`config.mk`:
```
export PLATFORM = sky130hd
export DESIGN_NAME = line_double_buffer_dma_manager
export DESIGN_NICKNAME = d
export VERILOG_FILES = /design/src/design/ldb_pkg.sv /design/src/design/ldb_ctrl.sv /design/src/design/ldb_datapath.sv /design/src/design/line_double_buffer_dma_manager.sv
export SDC_FILE = /design/constraint.sdc
export NUM_CORES = 1
export LEC_CHECK = 0
export BUFFER_PORTS_ARGS = -buffer_cell sky130_fd_sc_hd__buf_2
export CAP_MARGIN = 0
export CORE_AREA = 2 2 114 143
export CTS_BUF_LIST = sky130_fd_sc_hd__clkbuf_4
export CTS_CLUSTER_SIZE = 12
export DETAILED_ROUTE_END_ITERATION = 6
export DIE_AREA = 0 0 116 145
export PLACE_DENSITY = 0.65
export SLEW_MARGIN = 10
export SYNTH_ARGS = -nofsm -noshare
export SYNTH_HDL_FRONTEND = slang
export SYNTH_SLANG_ARGS = --single-unit
```
`constraint.sdc`:
```
create_clock -name clk -period 10 [get_ports clk]
set_input_delay 0 -clock clk [delete_from_list [all_inputs] [get_ports clk]]
set_output_delay 0 -clock clk [all_outputs]
set_load 0.02 [all_outputs]
```
`src/design/ldb_pkg.sv`:
```
package ldb_pkg;

  localparam int COORD_W         = 12;
  localparam int LINE_BYTES_W    = 13;
  localparam int CFG_INDEX_W     = 1;
  localparam int BYTES_PER_PIXEL_DEF = 2;
  localparam int SLOT_COUNT_DEF      = 2;

  localparam logic [COORD_W-1:0] SCREEN_W_RESET = 12'd320;
  localparam logic [COORD_W-1:0] SCREEN_H_RESET = 12'd240;

  localparam logic [CFG_INDEX_W-1:0] REG_SCREEN_W = 1'b0;
  localparam logic [CFG_INDEX_W-1:0] REG_SCREEN_H = 1'b1;

  typedef enum logic [2:0] {
    CMD_INIT    = 3'd0,
    CMD_ACQUIRE = 3'd1,
    CMD_COMMIT  = 3'd2,
    CMD_CANCEL  = 3'd3,
    CMD_SERVICE = 3'd4,
    CMD_CLR_ERR = 3'd5
  } command_t;

  typedef enum logic [1:0] {
    DMA_BUSY = 2'd0,
    DMA_DONE = 2'd1,
    DMA_FAIL = 2'd2,
    DMA_RSVD = 2'd3
  } dma_status_t;

  typedef enum logic [1:0] {
    SLOT_FREE    = 2'd0,
    SLOT_FILLING = 2'd1,
    SLOT_READY   = 2'd2,
    SLOT_TX      = 2'd3
  } slot_state_t;

  typedef enum logic {
    CTL_EMPTY = 1'b0,
    CTL_FULL  = 1'b1
  } ctl_state_t;

  typedef struct packed {
    logic [2:0]         command;
    logic               slot;
    logic [COORD_W-1:0] x;
    logic [COORD_W-1:0] y;
    logic [COORD_W-1:0] width;
    logic [1:0]         dma_status;
    logic               start_ok;
  } in_item_t;

  typedef struct packed {
    logic                    ok;
    logic                    granted_slot;
    logic                    start_request;
    logic [COORD_W-1:0]      start_x;
    logic [COORD_W-1:0]      start_y;
    logic [COORD_W-1:0]      start_width;
    logic [LINE_BYTES_W-1:0] line_bytes;
    logic                    start_slot;
    logic                    error_flag;
    logic                    transfer_active;
  } out_item_t;

  // exec and at most one op strobe, high only when an item is taken
  typedef struct packed {
    logic exec;
    logic op_init;
    logic op_acquire;
    logic op_commit;
    logic op_cancel;
    logic op_service;
    logic op_clr_err;
  } ldb_cmd_t;

endpackage

```
`src/design/ldb_ctrl.sv`:
```
module ldb_ctrl (
  input  logic             clk,
  input  logic             rst_n,
  input  logic             in_valid,
  input  logic [2:0]       in_command,
  input  logic             out_ready,
  output logic             in_ready,
  output logic             out_valid,
  output ldb_pkg::ldb_cmd_t cmd
);
  import ldb_pkg::*;

  ctl_state_t state_r, state_nxt;
  logic       accept;

  assign accept = in_valid && in_ready;

  always_comb begin
    state_nxt = state_r;
    case (state_r)
      CTL_EMPTY: begin
        if (in_valid) state_nxt = CTL_FULL;
      end
      CTL_FULL: begin
        if (out_ready && !in_valid) state_nxt = CTL_EMPTY;
      end
      default: state_nxt = CTL_EMPTY;
    endcase
  end

  always_comb begin
    in_ready  = (state_r == CTL_EMPTY) || out_ready;
    out_valid = (state_r == CTL_FULL);
    cmd       = '0;
    cmd.exec  = accept;
    case (in_command)
      CMD_INIT:    cmd.op_init    = accept;
      CMD_ACQUIRE: cmd.op_acquire = accept;
      CMD_COMMIT:  cmd.op_commit  = accept;
      CMD_CANCEL:  cmd.op_cancel  = accept;
      CMD_SERVICE: cmd.op_service = accept;
      CMD_CLR_ERR: cmd.op_clr_err = accept;
      default: ;
    endcase
  end

  always_ff @(posedge clk) begin
    if (!rst_n) begin
      state_r <= CTL_EMPTY;
    end else begin
      state_r <= state_nxt;
    end
  end

endmodule

```
`src/design/ldb_datapath.sv`:
```
module ldb_datapath #(
  parameter int BYTES_PER_PIXEL = ldb_pkg::BYTES_PER_PIXEL_DEF,
  parameter int SLOT_COUNT      = ldb_pkg::SLOT_COUNT_DEF
) (
  input  logic                              clk,
  input  logic                              rst_n,
  input  ldb_pkg::ldb_cmd_t                 cmd,
  input  ldb_pkg::in_item_t                 item,
  input  logic                              cfg_we,
  input  logic [ldb_pkg::CFG_INDEX_W-1:0]   cfg_index,
  input  logic [ldb_pkg::COORD_W-1:0]       cfg_data,
  output ldb_pkg::out_item_t                result
);
  import ldb_pkg::*;

  localparam int IDX_W  = (SLOT_COUNT > 1) ? $clog2(SLOT_COUNT) : 1;
  localparam int PROD_W = COORD_W + 3;

  slot_state_t        status_r   [SLOT_COUNT];
  slot_state_t        status_nxt [SLOT_COUNT];
  logic [COORD_W-1:0] col_r      [SLOT_COUNT];
  logic [COORD_W-1:0] row_r      [SLOT_COUNT];
  logic [COORD_W-1:0] pix_r      [SLOT_COUNT];
  logic               active_valid_r, active_valid_nxt;
  logic [IDX_W-1:0]   active_slot_r, active_slot_nxt;
  logic               error_r, error_nxt;
  logic [COORD_W-1:0] screen_w_r, screen_h_r;
  out_item_t          result_r, result_nxt;

  logic               busy;
  logic               win_we;
  logic               hit;
  logic [IDX_W-1:0]   pick;
  logic [IDX_W-1:0]   slot_idx;
  logic [PROD_W-1:0]  prod;

  assign busy     = (item.dma_status == DMA_BUSY) || (item.dma_status == DMA_RSVD);
  assign slot_idx = IDX_W'(item.slot);

  always_comb begin
    status_nxt       = status_r;
    active_valid_nxt = active_valid_r;
    active_slot_nxt  = active_slot_r;
    error_nxt        = error_r;
    result_nxt       = '0;
    win_we           = 1'b0;
    hit              = 1'b0;
    pick             = '0;
    prod             = '0;

    if (cmd.op_init) begin
      if (!(active_valid_r && busy)) begin
        for (int i = 0; i < SLOT_COUNT; i++) status_nxt[i] = SLOT_FREE;
        active_valid_nxt = 1'b0;
        active_slot_nxt  = '0;
        error_nxt        = 1'b0;
        result_nxt.ok    = 1'b1;
      end
    end else if (cmd.op_acquire) begin
      for (int i = 0; i < SLOT_COUNT; i++) begin
        if (!hit && status_r[i] == SLOT_FREE) begin
          hit  = 1'b1;
          pick = IDX_W'(i);
        end
      end
      if (hit) begin
        status_nxt[pick]        = SLOT_FILLING;
        result_nxt.ok           = 1'b1;
        result_nxt.granted_slot = pick[0];
      end
    end else if (cmd.op_commit) begin
      if (status_r[slot_idx] == SLOT_FILLING && item.width != '0 &&
          item.width <= screen_w_r && item.x <= (screen_w_r - item.width) &&
          item.y < screen_h_r) begin
        win_we               = 1'b1;
        status_nxt[slot_idx] = SLOT_READY;
        result_nxt.ok        = 1'b1;
      end
    end else if (cmd.op_cancel) begin
      if (status_r[slot_idx] == SLOT_FILLING) begin
        status_nxt[slot_idx] = SLOT_FREE;
        result_nxt.ok        = 1'b1;
      end
    end else if (cmd.op_service) begin
      result_nxt.ok = 1'b1;
      // hold everything while the running transfer is still busy
      if (!(active_valid_r && busy)) begin
        if (active_valid_r) begin
          status_nxt[active_slot_r] = SLOT_FREE;
          active_valid_nxt          = 1'b0;
          active_slot_nxt           = '0;
          if (item.dma_status == DMA_FAIL) error_nxt = 1'b1;
        end
        for (int i = 0; i < SLOT_COUNT; i++) begin
          if (!hit && status_nxt[i] == SLOT_READY) begin
            hit  = 1'b1;
            pick = IDX_W'(i);
          end
        end
        if (hit) begin
          if (item.start_ok) begin
            status_nxt[pick]         = SLOT_TX;
            active_valid_nxt         = 1'b1;
            active_slot_nxt          = pick;
            prod                     = {3'b000, pix_r[pick]} * PROD_W'(BYTES_PER_PIXEL);
            result_nxt.start_request = 1'b1;
            result_nxt.start_x       = col_r[pick];
            result_nxt.start_y       = row_r[pick];
            result_nxt.start_width   = pix_r[pick];
            result_nxt.line_bytes    = prod[LINE_BYTES_W-1:0];
            result_nxt.start_slot    = pick[0];
          end else begin
            // drop the line and flag it
            status_nxt[pick] = SLOT_FREE;
            error_nxt        = 1'b1;
          end
        end
      end
    end else if (cmd.op_clr_err) begin
      error_nxt     = 1'b0;
      result_nxt.ok = 1'b1;
    end

    result_nxt.error_flag      = error_nxt;
    result_nxt.transfer_active = active_valid_nxt;
  end

  always_ff @(posedge clk) begin
    if (!rst_n) begin
      for (int i = 0; i < SLOT_COUNT; i++) status_r[i] <= SLOT_FREE;
      active_valid_r <= 1'b0;
      active_slot_r  <= '0;
      error_r        <= 1'b0;
      screen_w_r     <= SCREEN_W_RESET;
      screen_h_r     <= SCREEN_H_RESET;
    end else begin
      if (cmd.exec) begin
        status_r       <= status_nxt;
        active_valid_r <= active_valid_nxt;
        active_slot_r  <= active_slot_nxt;
        error_r        <= error_nxt;
      end
      if (cfg_we) begin
        case (cfg_index)
          REG_SCREEN_W: screen_w_r <= cfg_data;
          REG_SCREEN_H: screen_h_r <= cfg_data;
          default: ;
        endcase
      end
    end
  end

  always_ff @(posedge clk) begin
    if (win_we) begin
      col_r[slot_idx] <= item.x;
      row_r[slot_idx] <= item.y;
      pix_r[slot_idx] <= item.width;
    end
    if (cmd.exec) begin
      result_r <= result_nxt;
    end
  end

  assign result = result_r;

endmodule

```
`src/design/line_double_buffer_dma_manager.sv`:
```
// Line slot manager for a ping-pong display line buffer.
// Input channel (in_valid/in_ready/in_item) carries one command per item:
// init, acquire, commit, cancel, service or clear error. Every accepted item
// gives exactly one result item on the output channel (out_valid/out_ready/
// out_item): ok flag, granted slot, the transfer window and byte count when a
// service step starts a line, and the sticky error and active transfer flags.
// The result is registered at the edge that accepts the item and shown from
// the next cycle. An item is taken every cycle as long as the receiver keeps
// up; the whole command is decoded and executed combinationally against the
// slot state registers.
// While a result waits, in_ready follows out_ready, so the next item is taken
// in the same cycle the held result leaves; a stalled receiver stalls input.
// Configuration (cfg_valid/cfg_ready/cfg_index/cfg_data) writes screen width
// (index 0) or height (index 1); cfg_ready is always high.
// Synchronous reset: all slots free, no active transfer, error clear, screen
// 320 x 240, output channel empty. Stored windows are not cleared.
module line_double_buffer_dma_manager #(
  parameter int BYTES_PER_PIXEL = ldb_pkg::BYTES_PER_PIXEL_DEF,
  parameter int SLOT_COUNT      = ldb_pkg::SLOT_COUNT_DEF
) (
  input  logic                            clk,
  input  logic                            rst_n,
  input  logic                            in_valid,
  output logic                            in_ready,
  input  ldb_pkg::in_item_t               in_item,
  output logic                            out_valid,
  input  logic                            out_ready,
  output ldb_pkg::out_item_t              out_item,
  input  logic                            cfg_valid,
  output logic                            cfg_ready,
  input  logic [ldb_pkg::CFG_INDEX_W-1:0] cfg_index,
  input  logic [ldb_pkg::COORD_W-1:0]     cfg_data
);
  import ldb_pkg::*;

  ldb_cmd_t cmd;
  logic     cfg_we;

  assign cfg_ready = 1'b1;
  assign cfg_we    = cfg_valid && cfg_ready;

  ldb_ctrl u_ctrl (
    .clk        (clk),
    .rst_n      (rst_n),
    .in_valid   (in_valid),
    .in_command (in_item.command),
    .out_ready  (out_ready),
    .in_ready   (in_ready),
    .out_valid  (out_valid),
    .cmd        (cmd)
  );

  ldb_datapath #(
    .BYTES_PER_PIXEL (BYTES_PER_PIXEL),
    .SLOT_COUNT      (SLOT_COUNT)
  ) u_datapath (
    .clk       (clk),
    .rst_n     (rst_n),
    .cmd       (cmd),
    .item      (in_item),
    .cfg_we    (cfg_we),
    .cfg_index (cfg_index),
    .cfg_data  (cfg_data),
    .result    (out_item)
  );

endmodule

```
==> impl_metrics.ini <==
[status]
status = finished clean

[clocking]
cts-root-buf = clkbuf_4
cts_tree = built
clock_latency_ns = 0.56
cts_setup_buffers = 0
cts.sinks = 146
clk_pin_slew_ns = 0.13
cts_max_path_buffers = 2
htreeDepth = 4
numCtsBuffers = 17

[setup_path]
crit_path_max_fanout = 36
path_delay_family = compound AO/OA/AOI/OAI gates
cp.arrival_ns = 4.88
critical_path.cell_chain = inv_1, ha_1, inv_1, fa_1, a21o_1, a21oi_2, o21bai_1, a21o_1, and3_1, o2111a_1, a311oi_1, ha_1, and4_1, nand4_1, a21o_1, a31oi_1, nor3_1, and3_1, buf_4
cp_num_buf_inv = 3
worst_setup_path_start_kind = register
crit_slowest_cell = buf_4
critPathMaxStageDelay_ns = 0.43
required_ns = 10.21
critical_path_class = reg2reg
crit_top_cell = a21o_1
worstSetupEndpointType = register

[synthesis]
async_flop_share_pct = 0
syn_nets = 722
syn-instance-count = 624
ys_ff_latch = 146
synth_flop_cell = edfxtp_1
synthMuxAreaShare_pct = 0.458
yosys.cell_types.count = 62
synth_top_family_by_area = simple AND/OR/NAND/NOR gates
synth_edf_count = 114
synthAdderAreaFrac_pct = 6.89
synth_area_per_cell_um2 = 11.0
yosysWarningCount = 0
synth_simple_gate_area_share_pct = 14.0
syn-cell-area_um2 = 6830
synth_compound_area_share_pct = 12.9
synthXorXnorAreaFrac_pct = 0.897
yosysSeqAreaShare_pct = 59.5

[floorplan]
core_um2 = 15400
dieWidth_um = 116
io_pins = 119
start_util_pct = 44.2
die_y_um = 145
rows = 51
die_area_um2 = 16800

[sta]
worst_pin_slew_ns = 0.763
maxSlewHeadroom_pct = 49.1
rsz0062_at_grt = no
slew_viol_final = 0
fin_crit_ns = 4.67
setup_viol = 0
timing.final.crit_share_pct = 46.7
fin_setup_tns_ns = 0
hold_viol = 0
fmax_mhz = 214
clock_skew_ns = 0.0167

[global_route]
globalRouteOverflowTotal = 0
grt_antenna_before_repair = 1
grt_pass1_wl_mm = 25.4
grt_pass1_vias = 5234
grt_max_degree = 43
grt_util_all_layers_pct = 19.7

[drt]
wire_per_inst_um = 15.6
vias_per_cell = 5.06
routed_wl_mm = 16.0
vias = 5197
drtAntennaViolNets = 0
drc = 0
first_pass_iters = 5
drt_iter0_drc = 389

[placement]
io_buffers = 116
place_hpwl_mm = 10.7
gp_routability_congestion = 0.902

[power]
powerDensity_nw_per_um2 = 145
power.leakage_nw = 3.50
irDropWorstVdd_mv = 0.0598

[final_layout]
drive_above_1_share_pct = 21.1
syn_to_final_growth_pct = 25.7
fin_nets = 900
fin_util_pct = 55.6

[min_path]
hp-class = in2reg

[run]
cap_violations = 0
-- area by class of cell --
class                   count  area, µm²
well taps                 212        265
flip-flops and latches    146       4060
clock inverters            14        179
clock buffers              18        135
fillers                  1370       6850
inverters                  45        169
diodes                      1       2.50
repair buffers            195       1360
multi-input cells         397       2420
-- metal layers --
metal  up-vias  routed length (µm)  GRT usage [%]
li1       2559                   -              -
met1      2432                6500           22.5
met2       168                8310           34.9
met3        38                 752           4.59
met4         0                 438           7.98
met5         -                   0              0
-- state kept, by name (all words and copies together), names as in the netlist --
| signal | cells |
|---|---|
| u_datapath.pix_r | 24 |
| u_ctrl.out_valid | 1 |
| u_datapath.result | 42 |
| u_datapath.row_r | 24 |
| u_datapath.col_r | 24 |
| u_datapath.screen_w_r | 12 |
| u_datapath.screen_h_r | 12 |
| u_datapath.status_r | 4 |
| u_datapath.error_r | 1 |
| u_datapath.active_valid_r | 1 |
| u_datapath.active_slot_r | 1 |
-- layout by cell type (no fill, tap or decap), types with 3 or more instances in the layout --
cell type	n
a211oi_1	3
a21o_1	8
a21oi_1	71
a31oi_1	5
and2_1	5
and3_1	3
buf_2	116
buf_4	6
bufinv_16	3
clkbuf_4	18
clkinvlp_4	5
dfxtp_1	32
dlygate4sd3_1	73
edfxtp_1	114
ha_1	36
inv_1	44
inv_6	3
nand2_1	136
nand2b_1	8
nand3_1	9
nand4_1	6
nor2_1	18
nor2b_1	6
nor3_1	4
nor4_1	4
o211ai_1	7
o21ai_0	13
o21bai_1	3
or2_2	3
xnor2_1	4
xor2_1	3
-- worst paths after layout --
| check | start | to | slack [ns] | cells past startpoint |
|---|---|---|---|---|
| worst max-delay path | u_datapath.screen_w_r[0] | u_datapath.pix_r[0][10] | 5.33 | 19 |
| worst min-delay path | out_ready | u_datapath.status_r[0] | 0.11 | 6 |
| worst max register to register | u_datapath.screen_w_r[0] | u_datapath.pix_r[0][10] | 5.33 | 19 |
| worst min register to register | u_datapath.screen_h_r[8] | u_datapath.screen_h_r[8] | 0.47 | 2 |
-- stage by stage --
stage | std cells | hold WS (ns) | setup slack, ns | total power [mW] | instance area, µm²
floorplan | 624 | 0.0989 | 2.95 | 0.781 | 6830
global placement | 922 | 0.212 | 5.59 | 0.825 | 7540
detailed placement | 922 | 0.216 | 5.34 | 0.830 | 7540
CTS | 1027 | 0.0707 | 5.30 | 1.25 | 8590
global route | 1028 | 0.109 | 4.98 | 1.30 | 8590
finish | 1028 | 0.109 | 5.33 | 1.24 | 8590
-- where the power goes --
part	internal [mW]	switching [mW]	total, mW
Clock	0.179	0.226	0.405
Combinational	0.0726	0.0950	0.168
Sequential	0.666	0.00623	0.672
Total	0.917	0.327	1.24
-- cell families (layout without fill, tap and decap cells) --
family | count (synthesis) | in the layout
buffers and inverters | 81 | 272
other | 2 | 3
AND/OR/NAND/NOR | 215 | 215
flip-flops | 146 | 146
multiplexers | 3 | 3
adder cells (fa/ha/maj) | 37 | 37
AO/OA/AOI/OAI | 133 | 133
XOR/XNOR | 7 | 7
-- synthesized netlist by cell type, types with 2 or more instances --
library cell    n  area, µm²
nand2_1       136        510
edfxtp_1      114       3420
a21oi_1        71        355
inv_1          45        169
ha_1           36        450
dfxtp_1        32        641
clkbuf_1       20       75.1
nor2_1         19       71.3
buf_4          14        105
o21ai_0        13       65.1
nand3_1         9       45.0
a21o_1          8       60.1
nand2b_1        8       50.1
o211ai_1        7       52.6
nand4_1         6       37.5
nor2b_1         6       37.5
a31oi_1         5       31.3
and2_1          5       31.3
nor4_1          5       31.3
nor3_1          4       20.0
xnor2_1         4       35.0
a211oi_1        3       22.5
and3_1          3       18.8
o21bai_1        3       22.5
or2_2           3       18.8
xor2_1          3       26.3
buf_2           2       10.0
conb_1          2       7.51
mux2i_1         2       20.0
o2111ai_1       2       17.5
or2_1           2       12.5
or3b_1          2       17.5
-- worst register-to-register path, stage by stage, from the launching register on --
cell      delay, ns
dfxtp_1        0.33
inv_1          0.05
ha_1           0.15
inv_1          0.06
fa_1           0.42
a21o_1         0.18
a21oi_2        0.20
o21bai_1       0.08
a21o_1         0.19
and3_1         0.20
o2111a_1       0.24
a311oi_1       0.31
ha_1           0.33
and4_1         0.22
nand4_1        0.12
a21o_1         0.10
a31oi_1        0.18
nor3_1         0.26
and3_1         0.23
buf_4          0.43
-- repair_timing --
action,4_1_cts,5_1_grt
gates resized for setup,0,0
hold buffers,73,0
endpoints found under the hold margin,108,0
Power figures use the tool's default switching activity.
